`src/record_sort_by_total_defines.svh`:
```
// ----------------------------------------------------------------------------
// Record sort by total: assertion macros
// Shared concurrent assertion forms used by the record sorter.
// ----------------------------------------------------------------------------
`ifndef RECORD_SORT_BY_TOTAL_DEFINES_SVH
`define RECORD_SORT_BY_TOTAL_DEFINES_SVH

// Same-cycle implication, sampled on the rising clock edge, off during reset.
`define RSBT_ASSERT_IMP(lbl, clk, rst_n, ante, cons, msg) \
  lbl: assert property (@(posedge clk) disable iff (!rst_n) (ante) |-> (cons)) \
    else $error(msg);

// Next-cycle implication, sampled on the rising clock edge, off during reset.
`define RSBT_ASSERT_NXT(lbl, clk, rst_n, ante, cons, msg) \
  lbl: assert property (@(posedge clk) disable iff (!rst_n) (ante) |=> (cons)) \
    else $error(msg);

`endif

```
`src/rsbt_pkg.sv`:
```
`timescale 1ns / 1ps
// ----------------------------------------------------------------------------
// Record sort by total: package
// Field widths, the record type, the sequencer states and score clamping.
// ----------------------------------------------------------------------------
package rsbt_pkg;

  localparam int unsigned ROLL_W      = 16;
  localparam int unsigned SCORE_W     = 14;
  localparam int unsigned TOTAL_W     = 16;
  localparam int unsigned AVG_W       = 14;
  localparam int unsigned SCORE_COUNT = 5;
  localparam int unsigned IDX_W       = 3;
  localparam int unsigned PROD_W      = 2 * TOTAL_W;
  localparam int unsigned AVG_SHIFT   = 18;

  localparam logic [SCORE_W-1:0] SCORE_MAX = SCORE_W'(10000);
  // Reciprocal of five scaled by two to the eighteenth; exact for totals below 2^18.
  localparam logic [TOTAL_W-1:0] AVG_RECIP = TOTAL_W'(52429);

  typedef struct packed {
    logic [TOTAL_W-1:0] total;
    logic [ROLL_W-1:0]  roll;
  } record_t;

  typedef enum logic [7:0] {
    ST_IDLE       = 8'b0000_0001,
    ST_ACCUM      = 8'b0000_0010,
    ST_WRITE      = 8'b0000_0100,
    ST_SORT_LOAD  = 8'b0000_1000,
    ST_SORT_FETCH = 8'b0001_0000,
    ST_SORT_CMP   = 8'b0010_0000,
    ST_SORT_PUT   = 8'b0100_0000,
    ST_EMIT       = 8'b1000_0000
  } state_e;

  function automatic logic [SCORE_W-1:0] clamp_score(input logic [SCORE_W-1:0] s);
    return (s > SCORE_MAX) ? SCORE_MAX : s;
  endfunction

endpackage

```
`src/record_sort_by_total.sv`:
```
`timescale 1ns / 1ps
// An accepted item is summed in five adder passes and then written to the store if it has room.
// A new item is accepted only in the idle state after that write, so items do not overlap.
// Sorting is bounded by the single comparator that walks the one-read-port record store.
// Results follow at one per cycle once the sort ends, via the store read and output registers.
// Reset is asynchronous, active low, and empties the store; results cannot be stalled.
// ----------------------------------------------------------------------------
// Record sort by total
// Sums five scores per item into a record store, then exchange-sorts the
// stored records by total and emits identifier, total and average per record.
// ----------------------------------------------------------------------------
`include "record_sort_by_total_defines.svh"

module record_sort_by_total
  import rsbt_pkg::*;
#(
  parameter int unsigned MAX_RECORDS = 64
) (
  input  logic               clk_i,
  input  logic               rst_ni,
  input  logic               start_i,
  output logic               busy_o,
  input  logic [ROLL_W-1:0]  roll_i,
  input  logic [SCORE_W-1:0] score_a_i,
  input  logic [SCORE_W-1:0] score_b_i,
  input  logic [SCORE_W-1:0] score_c_i,
  input  logic [SCORE_W-1:0] score_d_i,
  input  logic [SCORE_W-1:0] score_e_i,
  input  logic               last_i,
  output logic               result_valid_o,
  output logic [ROLL_W-1:0]  out_roll_o,
  output logic [TOTAL_W-1:0] total_o,
  output logic [AVG_W-1:0]   average_o,
  output logic               end_of_run_o
);

  localparam int unsigned AW = (MAX_RECORDS > 1) ? $clog2(MAX_RECORDS) : 1;
  localparam int unsigned CW = $clog2(MAX_RECORDS + 1);

  state_e             state_q, state_d;
  logic [IDX_W-1:0]   idx_q, idx_d;
  logic [TOTAL_W-1:0] sum_q, sum_d;
  logic [CW-1:0]      count_q, count_d;
  logic [CW-1:0]      p_q, p_d;
  logic [CW-1:0]      cmp_q, cmp_d;
  logic [CW-1:0]      emit_q, emit_d;
  record_t            key_q, key_d;
  logic               rd_vld_q, rd_vld_d;
  logic               rd_end_q, rd_end_d;
  logic               out_valid_q, out_end_q;

  logic [SCORE_W-1:0] scores_q [SCORE_COUNT];
  logic [ROLL_W-1:0]  roll_q;
  logic               last_q;

  record_t            mem_q [MAX_RECORDS];
  record_t            rd_data_q;
  logic [AW-1:0]      rd_addr;
  logic               mem_we;
  logic [AW-1:0]      mem_waddr;
  record_t            mem_wdata;

  logic [CW-1:0]      p_inc, cmp_inc, emit_inc, count_inc, count_dec;
  logic [PROD_W-1:0]  prod;
  logic [ROLL_W-1:0]  out_roll_q;
  logic [TOTAL_W-1:0] out_total_q;
  logic [AVG_W-1:0]   out_avg_q;
  logic               accept;

  assign accept    = start_i && (state_q == ST_IDLE);
  assign p_inc     = p_q + CW'(1);
  assign cmp_inc   = cmp_q + CW'(1);
  assign emit_inc  = emit_q + CW'(1);
  assign count_inc = count_q + CW'(1);
  assign count_dec = count_q - CW'(1);

  always_comb begin
    state_d   = state_q;
    idx_d     = idx_q;
    sum_d     = sum_q;
    count_d   = count_q;
    p_d       = p_q;
    cmp_d     = cmp_q;
    emit_d    = emit_q;
    key_d     = key_q;
    mem_we    = 1'b0;
    mem_waddr = count_q[AW-1:0];
    mem_wdata = key_q;
    rd_addr   = p_q[AW-1:0];
    rd_vld_d  = 1'b0;
    rd_end_d  = 1'b0;
    case (state_q)
      ST_IDLE: begin
        if (start_i) begin
          state_d = ST_ACCUM;
          idx_d   = '0;
          sum_d   = '0;
        end
      end
      ST_ACCUM: begin
        sum_d = sum_q + TOTAL_W'(clamp_score(scores_q[idx_q]));
        if (idx_q == IDX_W'(SCORE_COUNT - 1)) begin
          state_d = ST_WRITE;
        end else begin
          idx_d = idx_q + IDX_W'(1);
        end
      end
      ST_WRITE: begin
        if (count_q < CW'(MAX_RECORDS)) begin
          mem_we    = 1'b1;
          mem_waddr = count_q[AW-1:0];
          mem_wdata = '{total: sum_q, roll: roll_q};
          count_d   = count_inc;
        end
        if (!last_q) begin
          state_d = ST_IDLE;
        end else begin
          p_d    = '0;
          emit_d = '0;
          if (count_d >= CW'(2)) begin
            state_d = ST_SORT_LOAD;
          end else begin
            state_d = ST_EMIT;
          end
        end
      end
      ST_SORT_LOAD: begin
        rd_addr = p_q[AW-1:0];
        state_d = ST_SORT_FETCH;
      end
      ST_SORT_FETCH: begin
        key_d   = rd_data_q;
        rd_addr = p_inc[AW-1:0];
        cmp_d   = p_inc;
        state_d = ST_SORT_CMP;
      end
      ST_SORT_CMP: begin
        if (key_q.total > rd_data_q.total) begin
          mem_we    = 1'b1;
          mem_waddr = cmp_q[AW-1:0];
          mem_wdata = key_q;
          key_d     = rd_data_q;
        end
        if (cmp_q == count_dec) begin
          state_d = ST_SORT_PUT;
        end else begin
          rd_addr = cmp_inc[AW-1:0];
          cmp_d   = cmp_inc;
        end
      end
      ST_SORT_PUT: begin
        mem_we    = 1'b1;
        mem_waddr = p_q[AW-1:0];
        mem_wdata = key_q;
        if (p_inc == count_dec) begin
          emit_d  = '0;
          state_d = ST_EMIT;
        end else begin
          p_d     = p_inc;
          rd_addr = p_inc[AW-1:0];
          state_d = ST_SORT_FETCH;
        end
      end
      ST_EMIT: begin
        rd_addr  = emit_q[AW-1:0];
        rd_vld_d = 1'b1;
        if (emit_q == count_dec) begin
          rd_end_d = 1'b1;
          count_d  = '0;
          state_d  = ST_IDLE;
        end else begin
          emit_d = emit_inc;
        end
      end
      default: begin
        state_d = ST_IDLE;
      end
    endcase
  end

  always_ff @(posedge clk_i or negedge rst_ni) begin
    if (!rst_ni) begin
      state_q     <= ST_IDLE;
      idx_q       <= '0;
      count_q     <= '0;
      p_q         <= '0;
      cmp_q       <= '0;
      emit_q      <= '0;
      rd_vld_q    <= 1'b0;
      rd_end_q    <= 1'b0;
      out_valid_q <= 1'b0;
      out_end_q   <= 1'b0;
    end else begin
      state_q     <= state_d;
      idx_q       <= idx_d;
      count_q     <= count_d;
      p_q         <= p_d;
      cmp_q       <= cmp_d;
      emit_q      <= emit_d;
      rd_vld_q    <= rd_vld_d;
      rd_end_q    <= rd_end_d;
      out_valid_q <= rd_vld_q;
      out_end_q   <= rd_vld_q && rd_end_q;
    end
  end

  always_ff @(posedge clk_i) begin
    sum_q <= sum_d;
    key_q <= key_d;
    if (accept) begin
      roll_q      <= roll_i;
      last_q      <= last_i;
      scores_q[0] <= score_a_i;
      scores_q[1] <= score_b_i;
      scores_q[2] <= score_c_i;
      scores_q[3] <= score_d_i;
      scores_q[4] <= score_e_i;
    end
  end

  always_ff @(posedge clk_i) begin
    if (mem_we) begin
      mem_q[mem_waddr] <= mem_wdata;
    end
    rd_data_q <= mem_q[rd_addr];
  end

  assign prod = PROD_W'(rd_data_q.total) * PROD_W'(AVG_RECIP);

  always_ff @(posedge clk_i) begin
    if (rd_vld_q) begin
      out_roll_q  <= rd_data_q.roll;
      out_total_q <= rd_data_q.total;
      out_avg_q   <= prod[AVG_SHIFT +: AVG_W];
    end
  end

  assign busy_o         = (state_q != ST_IDLE);
  assign result_valid_o = out_valid_q;
  assign out_roll_o     = out_roll_q;
  assign total_o        = out_total_q;
  assign average_o      = out_avg_q;
  assign end_of_run_o   = out_end_q;

  `RSBT_ASSERT_NXT(a_accept_accum, clk_i, rst_ni, accept, state_q == ST_ACCUM, "Accepted item did not start accumulation.")
  `RSBT_ASSERT_IMP(a_count_bound, clk_i, rst_ni, 1'b1, count_q <= CW'(MAX_RECORDS), "Record count exceeds the store depth.")
  `RSBT_ASSERT_IMP(a_cmp_in_set, clk_i, rst_ni, state_q == ST_SORT_CMP, (cmp_q < count_q) && (p_q < cmp_q), "Compare index outside the pass.")
  `RSBT_ASSERT_NXT(a_run_gap, clk_i, rst_ni, result_valid_o && end_of_run_o, !result_valid_o, "Result item followed the end of a run.")

endmodule
```
`config.mk`:
```
export PLATFORM = sky130hd
export DESIGN_NAME = record_sort_by_total
export DESIGN_NICKNAME = d
export VERILOG_FILES = /design/src/rsbt_pkg.sv /design/src/record_sort_by_total.sv
export VERILOG_INCLUDE_DIRS = /design/src /design/src/src
export SDC_FILE = /design/constraint.sdc
export NUM_CORES = 2
export LEC_CHECK = 0
export BUFFER_PORTS_ARGS = -buffer_cell sky130_fd_sc_hd__buf_2
export CELL_PAD_IN_SITES_DETAIL_PLACEMENT = 1
export CELL_PAD_IN_SITES_GLOBAL_PLACEMENT = 1
export CORE_MARGIN = 1.5
export CORE_UTILIZATION = 40
export CTS_CLUSTER_SIZE = 25
export DETAILED_ROUTE_END_ITERATION = 6
export PLACE_DENSITY = 0.61
export SLEW_MARGIN = 20
export SYNTH_ARGS = -nofsm -noshare
export SYNTH_HDL_FRONTEND = slang
export SYNTH_SLANG_ARGS = --single-unit
```
`constraint.sdc`:
```
create_clock -name clk_i -period 7.8 [get_ports clk_i]
set_input_delay 1.17 -clock clk_i [delete_from_list [all_inputs] [get_ports clk_i]]
set_output_delay 1.17 -clock clk_i [all_outputs]
set_load 0.1 [all_outputs]
```
After elaboration in Yosys (flattened, before gate mapping)
Memory sizes are Yosys's and may differ from the RTL's. A register that Yosys moved wholly into a read port is not among the register bits.
Cells that the tools add are included.
{"block": "word_totals", "regBits": 154, "ramBits": 2118, "output_inout_bits": 49, "word_cells": 116, "memories": 2, "input_bits": 90}
{"name": "mem_q", "words": 64, "width": 32, "read_ports": 1, "rd_ports_with_merged_regs": 1, "write_ports": 1, "line": "record_sort_by_total.sv:56", "source": "record_t mem_q [MAX_RECORDS];"}
{"name": "scores_q", "words": 5, "width": 14, "read_ports": 1, "rd_ports_with_merged_regs": 0, "write_ports": 5, "line": "record_sort_by_total.sv:52", "source": "logic [SCORE_W-1:0] scores_q [SCORE_COUNT];"}
{"block": "classes", "muxes": 45, "magnitude_cmp": 4, "reduce_logical": 15, "n_mul": 1, "addsub": 7, "n_eq_ne": 24}
{"op": "$mux W32", "n": 3}
{"op": "$pmux W32 S2", "n": 1}
{"op": "$pmux W8 S8", "n": 1}
{"op": "$mux W7", "n": 8}
{"op": "$mux W8", "n": 7}
{"op": "$pmux W7 S2", "n": 3}
{"op": "$mul A16 B16 Y32 const B", "n": 1}
{"op": "$pmux W16 S2", "n": 1}
{"op": "$add A7 B1 Y7 const B", "n": 4}
{"op": "$pmux W6 S4", "n": 1}
{"op": "$ne A2 B2 Y1 const B", "n": 11}
{"op": "$eq A7 B7 Y1", "n": 3}
{"op": "$pmux W7 S3", "n": 1}
{"op": "$mux W6", "n": 3}
{"op": "$add A16 B14 Y16", "n": 1}
{"op": "$gt A16 B16 Y1", "n": 1}
{"op": "$mux W16", "n": 1}
{"op": "$gt A14 B14 Y1 const B", "n": 1}
{"op": "$mux W14", "n": 1}
{"op": "$pmux W6 S2", "n": 1}
{"op": "$mux W1", "n": 9}
{"op": "$eq A8 B1 Y1 const B", "n": 1}
{"op": "$eq A8 B2 Y1 const B", "n": 1}
{"op": "$eq A8 B3 Y1 const B", "n": 1}
{"op": "20 further kinds", "n": 30}

Logic depth before layout (Yosys ltp)
{"block": "depth", "ltp_word": 7, "depth_mapped": 24, "depth_no_buf": 21}

Worst setup path after synthesis
No wires, ideal clock.
{"block": "synth_timing", "path_type": "register to register", "startpoint": "register rd_data_q[30] (netlist name)", "endpoint": "register out_avg_q[13] (netlist: average_o[13]), data pin", "t_arrival_ps": 5455, "required_ps": 7538, "n_path_buf": 0, "path_slack_ps": 2082, "path_stages_with_launch": 20, "setup_ps": 262, "period_less_slack_ps": 5718, "path_cell_list": "dfxtp_1 -> inv_1 -> ha_1 -> inv_1 -> ha_1 -> fa_1 -> fa_1 -> fa_1 -> fa_1 -> ha_1 -> nand3_1 -> nor2_1 -> a211o_1 -> a221oi_1 -> o22ai_1 -> o211a_1 -> o31a_1 -> a21o_1 -> a21oi_1 -> xor2_1"}
{"block": "synth_between", "elab_chain_cells": 1}
{"item": "$mul A16 B16 Y32", "line": "record_sort_by_total.sv:228", "source": "assign prod = PROD_W'(rd_data_q.total) * PROD_W'(AVG_RECIP);"}
{"item": "named net prod[31]", "line": "record_sort_by_total.sv:64", "source": "logic [PROD_W-1:0] prod;"}
{"item": "end signal, assigned", "line": "record_sort_by_total.sv:234", "source": "out_avg_q <= prod[AVG_SHIFT +: AVG_W];"}
{"item": "end, declared", "line": "record_sort_by_total.sv:67", "source": "logic [AVG_W-1:0] out_avg_q;"}
The timed path passes the listed nets, and every way through them passes these cells.
A chain may end at the register's enable or synchronous reset.

Worst setup path after layout
{"block": "layout_timing", "startpoint": "register count_q[0]", "endpoint": "register rd_data_q[31] (netlist name)"}
{"block": "layout_between", "elab_chain_cells": 4, "word_cells_on_any_way": 6, "classes_between": "1 x add/sub; 2 x eq/ne; 3 x mux"}
{"item": "start, declared", "line": "record_sort_by_total.sv:43", "source": "logic [CW-1:0] count_q, count_d;"}
{"item": "start signal, assigned", "line": "record_sort_by_total.sv:196", "source": "count_q <= count_d;"}
{"item": "$sub A7 B1 Y7 (*)", "line": "record_sort_by_total.sv:75", "source": "assign count_dec = count_q - CW'(1);"}
{"item": "$eq A7 B7 Y1 (on tied branches)", "line": "record_sort_by_total.sv:155, record_sort_by_total.sv:144"}
{"item": "$mux W6 (on tied branches)", "line": "record_sort_by_total.sv:155, record_sort_by_total.sv:144"}
{"item": "$pmux W6 S4 (*)", "line": "record_sort_by_total.sv:92", "source": "case (state_q)"}
Mark *: on every way between the ends. The rest lies on a longest branch, timed or not.

==> reports/qor.yml <==
global_route:
  antenna_found_initial: 21
  grt_usage: 0.250
  grt_overflow: 0
  grt_max_degree: 134
  grt_pass1_wl_microns: 443000
  grt_pass1_vias: 62000
setup_path:
  reg2reg_from: "count_q[0]$_DFFE_PN0P_"
  worstPathArrival_ns: 7.64
  worst_path_largest_cell_delay_ns: 1.03
  endpoint_kind: "register"
  path_max_fanout: 15
  crit_chain: "inv_1 -> ha_1 -> or3b_2 -> o31ai_1 -> a211o_1 -> nand4_4 -> o21ai_2 -> a21oi_1 -> a211oi_2 -> nor3_2 -> nand2_1 -> buf_4 -> buf_4 -> nor3_1 -> nor4_1 -> o211a_1"
  r2r_cells: 16
  crit_type: "register to register"
  crit_top_cell: "buf_4"
  r2r_slack_ns: 0.98
  r2r_end: "rd_data_q[31]$_DFF_P_"
  slowest_stage: "nor4_1"
  startpoint_type: "register"
  cp.required_ns: 8.62
routing:
  vias: 60100
  drc: 20
  drtAntennaViolNets: 0
  drt_pass1_iterations: 7
  drt-total-wl_microns: 305000
  drt-initial-drc-count: 5657
  vias_per_cell: 5.67
  wl_per_cell_microns: 28.8
floorplan:
  start_util: 0.402
  die_area_sq_um: 242000
  die_h_microns: 492
  die_w_microns: 492
  io_pins: 139
  rows: 179
  coreArea_sq_um: 238000
timing:
  hold_viol_final: 0
  fmax_mhz: 147
  layout_worst_path_cycle_share: 0.875
  maxSlewViolCount: 0
  layout_setup_ws_ns: 0.977
  skew_ns: 0.0897
  whs_ns: 0.286
  maxSlewHeadroom: 0.179
  rsz0062_at_grt: "false"
  fin_crit_ns: 6.82
  tns_ns: 0
  finalSetupViolations: 0
  tightest_slew_ns: 1.22
outcome:
  outcome: "complete, but fails checks"
  violations: "design-rule violations"
layout:
  nNetsFinal: 7573
  layout-drive-gt1-share: 0.130
  final_cell_area_sq_um: 109000
  area_growth_pct: 14.2
pwr:
  p_seq_frac: 0.442
  p_sw_mw: 9.51
  pwr-share-clk: 0.346
  netSwitchingFraction: 0.289
  ir_drop_v: 0.000343
  power.leakage_nw: 37.4
  total_power_mw: 32.9
  combPwrFrac: 0.211
  power.internal_mw: 23.4
  p_per_area_nw_per_um2: 301
yosys:
  synth_cell_type_count: 85
  synthCells: 7007
  yosys_most_used_dff: "edfxtp_1"
  synth_area_leaders: "edfxtp_1 (70%), nand2_1 (6.5%), a21oi_1 (3.6%)"
  ys_seq_area_frac: 0.718
  async_flop_share: 0.0187
  yosysMostFrequentCell: "edfxtp_1"
  synth_edf_count: 2229
  yosys_warnings: 0
  synth_top_area_cell: "edfxtp_1"
  syn_area_sq_um: 95600
  ys_ff_latch: 2304
  netlist.area_leader.share: 0.700
  netlist_top_cells_count: "edfxtp_1 (2229), nand2_1 (1651), a21oi_1 (682)"
  postSynthAreaPerCell_sq_um: 13.6
  synth_nets: 7345
cts:
  cts_sinks: 2304
  cts_setup_buffers: 0
  cts_max_level: 4
  clk_pin_slew_ns: 0.06
  cts_tree: "built"
  clk_path_buf_depth: 3
  clockRootBuffer: "clkbuf_16"
  cts_resized: 0
  clk_latency_ns: 0.92
  hold_buffers: 0
  cts_buffers: 239
placed_design:
  placed_area_sq_um: 101000
  globalplace.congestion: 0.841
  place_hpwl_microns: 191000
  port_buffers: 138
  dp_slack_ns: 1.15
flow_run:
  cap_violations: 0
hold_path:
  worst_hold_path_type: "input port to async pin"
-- placed cells by master, fill, tap and decap left out, types with 47 or more instances in the layout --
cell and instances:
buf_4 208, mux4_2 74, inv_1 173, edfxtp_1 2229, buf_2 138, a21oi_1 681, nor2_1 85, clkbuf_16 239
o21ai_0 49, mux2i_1 115, ha_1 168, nand3_1 273, nor4_1 58, nor3_1 346, nand2_1 1646, fa_1 80
nor2_4 67, clkinv_1 47, clkbuf_1 58
-- flip-flops by register name (all words and copies together) (netlist names), 8 cells and up --
register    cells
out_roll_o     16
average_o      14
key_q          32
rd_data_q      32
roll_q         16
scores_q       70
total_o        16
mem_q        2048
sum_q          16
state_q         8
-- stage by stage --
stage,cells,util
2_1_floorplan,7007,-
3_3_place_gp,10200,0.426
3_5_place_dp,10200,0.426
4_1_cts,10600,0.459
5_1_grt,10600,0.459
6_report,10600,0.459
-- cell families after synthesis --
kind of cell	share of synthesized area
XOR/XNOR	0.00573
AND/OR/NAND/NOR	0.118
AO/OA/AOI/OAI	0.0602
multiplexers	0.0336
buffers and inverters	0.0261
flip-flops	0.718
adder cells (fa/ha/maj)	0.0387
-- layer usage --
layer	vias to the layer above	share of wire	track usage
li1	26200	-	-
met1	31700	0.43	0.342
met2	1790	0.49	0.418
met3	383	0.058	0.0324
met4	6	0.029	0.0736
met5	-	0.00016	0
-- area by class of cell --
class,instances,area (sq um)
flip-flops and latches,2304,68700
diodes,6,15.0
fillers,23900,129000
clock buffers,314,6430
inverters,174,656
clock inverters,132,1400
multi-input cells,4145,25300
repair buffers,371,2750
well taps,3167,3960
-- worst max-delay path by stage --
stage / startpoint / end / slack (ns) / depth (start not counted)
after floorplan: rd_data_q[30]$_DFF_P_ / average_o[13]$_DFFE_PP_ / 2.08 / 19
after global placement: count_q[0]$_DFFE_PN0P_ / rd_data_q[16]$_DFF_P_ / 1.08 / 15
after detailed placement: count_q[0]$_DFFE_PN0P_ / rd_data_q[31]$_DFF_P_ / 1.15 / 16
after CTS: count_q[0]$_DFFE_PN0P_ / rd_data_q[31]$_DFF_P_ / 1.09 / 16
after global routing: count_q[0]$_DFFE_PN0P_ / rd_data_q[31]$_DFF_P_ / 0.72 / 16
final: count_q[0]$_DFFE_PN0P_ / rd_data_q[31]$_DFF_P_ / 0.98 / 16
-- worst max-delay path: cells and delay by family, from the launching register on --
| kind | cells | cell delay (ns) |
|---|---|---|
| flops | 1 | 0.52 |
| simple gates | 6 | 2.85 |
| buf+inv | 3 | 0.59 |
| fa+ha+maj | 1 | 0.21 |
| compound gates | 6 | 2.51 |
-- power by group through the flow --
| stage | Sequential, mW | Clock, mW | Combinational [mW] |
|---|---|---|---|
| 5_1_grt | 14.6 | 12.0 | 7.78 |
| 6_report | 14.6 | 11.4 | 6.96 |
| 4_1_cts | 14.6 | 11.6 | 7.05 |
| 2_1_floorplan | 14.7 | 0 | 4.85 |
| 3_3_place_gp | 14.8 | 0 | 6.84 |
| 3_5_place_dp | 14.8 | 0 | 6.99 |
(Power assumes the default switching activity.)
